File: src/hdl/stbs_pkg.sv
// Shared widths and controller/datapath interface types for the sorted-table search.
`default_nettype none
package stbs_pkg;
   localparam int IndexWidth = 10;
   localparam int ValueWidth = 32;
   localparam int CountWidth = 4;
   localparam int RangeWidth = IndexWidth + 2;

   localparam logic ReqLoad   = 1'b0;
   localparam logic ReqSearch = 1'b1;

   typedef struct packed {
      logic write;
      logic start;
      logic step;
      logic deliver;
   } cmd_type;

   typedef struct packed {
      logic finish;
   } sts_type;
endpackage
`default_nettype wire

File: src/hdl/stbs_ctrl.sv
// Sequencer for load and search items and the result handshake.
`default_nettype none
module stbs_ctrl
   import stbs_pkg::*;
(
   input  wire logic    clock,
   input  wire logic    reset,
   input  wire logic    req_tvalid,
   output logic         req_tready,
   input  wire logic    req_tuser,
   output logic         rsp_tvalid,
   input  wire logic    rsp_tready,
   output cmd_type      cmd,
   input  wire sts_type sts
);
   localparam logic StIdle  = 1'b0;
   localparam logic StProbe = 1'b1;

   logic state_ff, state_in;
   logic rsp_valid_ff, rsp_valid_in;
   logic accept;
   logic out_free;

   assign req_tready = (state_ff == StIdle);
   assign accept     = req_tvalid & req_tready;
   assign out_free   = ~rsp_valid_ff | rsp_tready;
   assign rsp_tvalid = rsp_valid_ff;

   always_comb begin
      state_in = state_ff;
      cmd      = '0;
      unique case (state_ff)
         StIdle: begin
            if (accept) begin
               if (req_tuser == ReqSearch) begin
                  cmd.start = 1'b1;
                  state_in  = StProbe;
               end else begin
                  cmd.write = 1'b1;
               end
            end
         end
         StProbe: begin
            if (!sts.finish) begin
               cmd.step = 1'b1;
            end else if (out_free) begin
               cmd.deliver = 1'b1;
               state_in    = StIdle;
            end
         end
         default: state_in = StIdle;
      endcase
   end

   always_comb begin
      if (cmd.deliver) begin
         rsp_valid_in = 1'b1;
      end else if (rsp_tready) begin
         rsp_valid_in = 1'b0;
      end else begin
         rsp_valid_in = rsp_valid_ff;
      end
   end

   always_ff @(posedge clock) begin
      if (reset) begin
         state_ff     <= StIdle;
         rsp_valid_ff <= 1'b0;
      end else begin
         state_ff     <= state_in;
         rsp_valid_ff <= rsp_valid_in;
      end
   end
endmodule
`default_nettype wire

File: config.mk
export PLATFORM = sky130hd
export DESIGN_NAME = stbs_ctrl
export DESIGN_NICKNAME = d
export VERILOG_FILES = /design/src/hdl/stbs_pkg.sv /design/src/hdl/stbs_ctrl.sv
export SDC_FILE = /design/constraint.sdc
export NUM_CORES = 1
export LEC_CHECK = 0
export BUFFER_PORTS_ARGS = -buffer_cell sky130_fd_sc_hd__buf_2
export CORE_AREA = 2 2 39 41
export CTS_CLUSTER_SIZE = 16
export DETAILED_ROUTE_END_ITERATION = 10
export DIE_AREA = 0 0 41 43
export PLACE_DENSITY = 0.34
export SLEW_MARGIN = 20
export SYNTH_ARGS = -nofsm -noshare
export SYNTH_HDL_FRONTEND = slang
export SYNTH_SLANG_ARGS = --single-unit
File: constraint.sdc
create_clock -name clock -period 0.8 [get_ports clock]
set_clock_uncertainty 0.05 [all_clocks]
set_input_delay 0.08 -clock clock [delete_from_list [all_inputs] [get_ports clock]]
set_output_delay 0.08 -clock clock [all_outputs]
set_load 0.05 [all_outputs]
# Word-level counts from Yosys, hierarchy flattened
# Cells that the tools add are included.
# word_totals
output_inout_bits	6
ff_bits	2
# op_classes
reduce_logical	1
mux	14
bitwise_logic	4
# op_table
op	n
$mux W1	10
$mux W2	3
$not A1 Y1	2
$pmux W1 S2	1
$reduce_bool A2 Y1	1
$and A1 B1 Y1	1
$or A1 B1 Y1	1

# Depth between registers and ports, before layout
# logic_depth
word_depth	6
depth_mapped	3

# Worst setup path after synthesis
# OpenSTA, ideal clock, no wires.
# synth_timing
path_kind	register to output
start	register state_ff
end	output cmd[3] (netlist name)
path_buffers	0
stages_incl_launch_ff	2
t_arrival_ns	1.492
required_ns	0.670
setup_slack_ns	-0.822
path_cell_list	dfxtp_1 > nor3b_1
# synth_lines
element	line_no	text
from (decl)	stbs_ctrl.sv:19	logic state_ff, state_in;
from (signal assigned)	stbs_ctrl.sv:67	state_ff <= StIdle;
from (signal assigned)	stbs_ctrl.sv:70	state_ff <= state_in;
to (decl)	stbs_ctrl.sv:13	output cmd_type cmd,

==> impl_metrics.tcl <==
set metrics [dict create \
    outcome "complete, but fails checks" \
    violations "negative setup slack" \
    synth_area_um2 112.6 \
    final_nets 39 \
    coreArea_um2 1384 \
    synth_warnings 0 \
    clk_pin_slew_ns 0.04 \
    reg2reg_slack_ns -0.12 \
    gp_congestion 0.6135 \
    via_per_inst 3.340 \
    clkLatencyLatePin_ns 0.23 \
    fill_cells 151 \
    drt_iter0_drc 3 \
    cp_max_fo 4 \
    switching_share_pct 32.01 \
    cap_violations 0 \
    cts_root_buffer "clkbuf_4" \
    rsz0062_at_grt "yes" \
    required_ns 0.67 \
    min_period_over_period_pct 142.4 \
    grt_pass1_vias 168 \
    placed_area_um2 232.7 \
    syn_to_final_growth_pct 191.1 \
    layout-drive-gt1-share_pct 80.65 \
    power_frac_seq_pct 22.1 \
    overflow 0 \
    final_cell_mix "buf_2 (5), clkbuf_4 (3), buf_8 (3), buf_6 (3)" \
    cellPowerDensity_nw_per_um2 1507 \
    relSlewSlack_pct 90.18 \
    ys_seq_area_share_pct 35.56 \
    portBuffers 11 \
    hold_viol 0 \
    fp-row-count 14 \
    crit_path_end_kind "output pin" \
    min_path_type "in -> reg" \
    cts_tree "done" \
    syn_inst 15 \
    leakagePower_nw 0.1348 \
    power_mw 0.4939 \
    die_h_um 43 \
    p_sw_mw 0.1581 \
    grt_usage_pct 6.212 \
    drv_slew 0 \
    diodes 0 \
    via_count 157 \
    irDropWorstVdd_mv 0.8809 \
    mostFrequentLayoutCell "buf_2" \
    antenna_found_initial 0 \
    finalCriticalPeriod_ns 1.139 \
    hpwl_um 297.4 \
    p_int_mw 0.3358 \
    synth_fp_nets 21 \
    grt_max_degree 5 \
    finalSetupViolCount 7 \
    ys_types 11 \
    die_w_um 41 \
    ant_nets 0 \
    wl_per_cell_um 8.468 \
    worstMarginPinSlew_ns 0.1472 \
    multi_input_area_um2 88.84 \
    dieArea_um2 1763 \
    pwr-share-comb_pct 31.8 \
    fin_ws_ns -0.3392 \
    drc 0 \
    grt_pass1_wl_um 655 \
    cts_num_sinks 2 \
    start_util_pct 8.137 \
    register_area_um2 47.55 \
    avgSynthCellArea_um2 7.507 \
    cts_max_path_buffers 2 \
    wirelength_um 398 \
    fmax_ghz 0.8778 \
    worstSetupPathType "reg -> out" \
    cts_buffers 3 \
    cp_data_arrival_time_ns 1.01 \
    firstDrtPassIters 2 \
    pwr-share-clk_pct 46.0 \
    fin_area_um2 327.8 \
    ys_ff_latch 2 \
    ctsHtreeMaxLevel 1 \
    dp_slack_ns -0.2166 \
    setup.worst_path.start_class "register" \
    io_pins 12 \
]
## power groups by stage
stage               clock (mW)  combinational [mW]  sequential, mW
global route             0.265               0.166           0.110
floorplan                    0              0.0790           0.115
global placement             0               0.118           0.110
finish                   0.227               0.157           0.109
detailed placement           0               0.120           0.110
CTS                      0.236               0.147           0.109
## state kept, by name (all words and copies together), names as in the netlist
register	count
state_ff	1
rsp_tvalid	1
## metal layers
layer  vias up  routed length, um  global-route usage [%]
met3         0                 65                   6.283
met1        62                202                   7.668
met2        14                130                   6.250
li1         81                  -                       -
met5         -                  0                       0
met4         0                  0                   4.000
## cell families after synthesis
group	share of synthesized area (%)
simple gates	34.44
buf+inv	16.67
compound gates	13.33
flops	35.56
## worst paths after layout
kind | depth (start not counted) | to | from
max reg2reg | 4 | state_ff$_SDFF_PP0_ | state_ff$_SDFF_PP0_
min reg2reg | 2 | state_ff$_SDFF_PP0_ | state_ff$_SDFF_PP0_
max | 3 | cmd[0] | state_ff$_SDFF_PP0_
min | 3 | rsp_tvalid$_SDFFE_PP0P_ | sts
## critical path, stage by stage, from the launching register on
cell and delay (ns):
dfxtp_4 0.38, inv_6 0.05, nor3_4 0.18, buf_6 0.18
## final cells by class
type | instances | area share (%)
Clock buffer | 3 | 6.870
Inverter | 3 | 6.107
Multi-Input combinational cell | 9 | 27.10
Sequential cell | 2 | 14.50
Tap cell | 16 | 6.107
Timing Repair Buffer | 14 | 39.31
## metrics by stage
stage,hold slack (ns),cells,util [%],TNS [ns]
2_1_floorplan,0.08936,15,-,-0.5985
3_3_place_gp,0.1975,42,16.82,-0.5920
3_5_place_dp,0.1985,42,16.82,-0.7138
4_1_cts,0.1179,46,22.42,-1.660
5_1_grt,0.1336,47,23.69,-1.902
6_report,0.1283,47,23.69,-1.560
## repair_timing
item,4_1_cts,5_1_grt
hold buffers,1,0
resized for setup,13,4
endpoints found under the setup margin,7,8
gates cloned,0,0
endpoints found under the hold margin,2,0
pin swaps,1,2
setup buffers,0,1
## cell usage after synthesis
cell / n / area (um^2)
nand3_1: 1 / 5.000
a21oi_1: 2 / 10.01
inv_2: 1 / 3.750
dfxtp_1: 2 / 40.04
inv_1: 2 / 7.510
o21ai_1: 1 / 5.000
nor2b_4: 1 / 13.76
buf_4: 1 / 7.510
nor3_1: 1 / 5.000
nor3b_1: 1 / 7.510
nor2_1: 2 / 7.510
(Power assumes the default switching activity.)
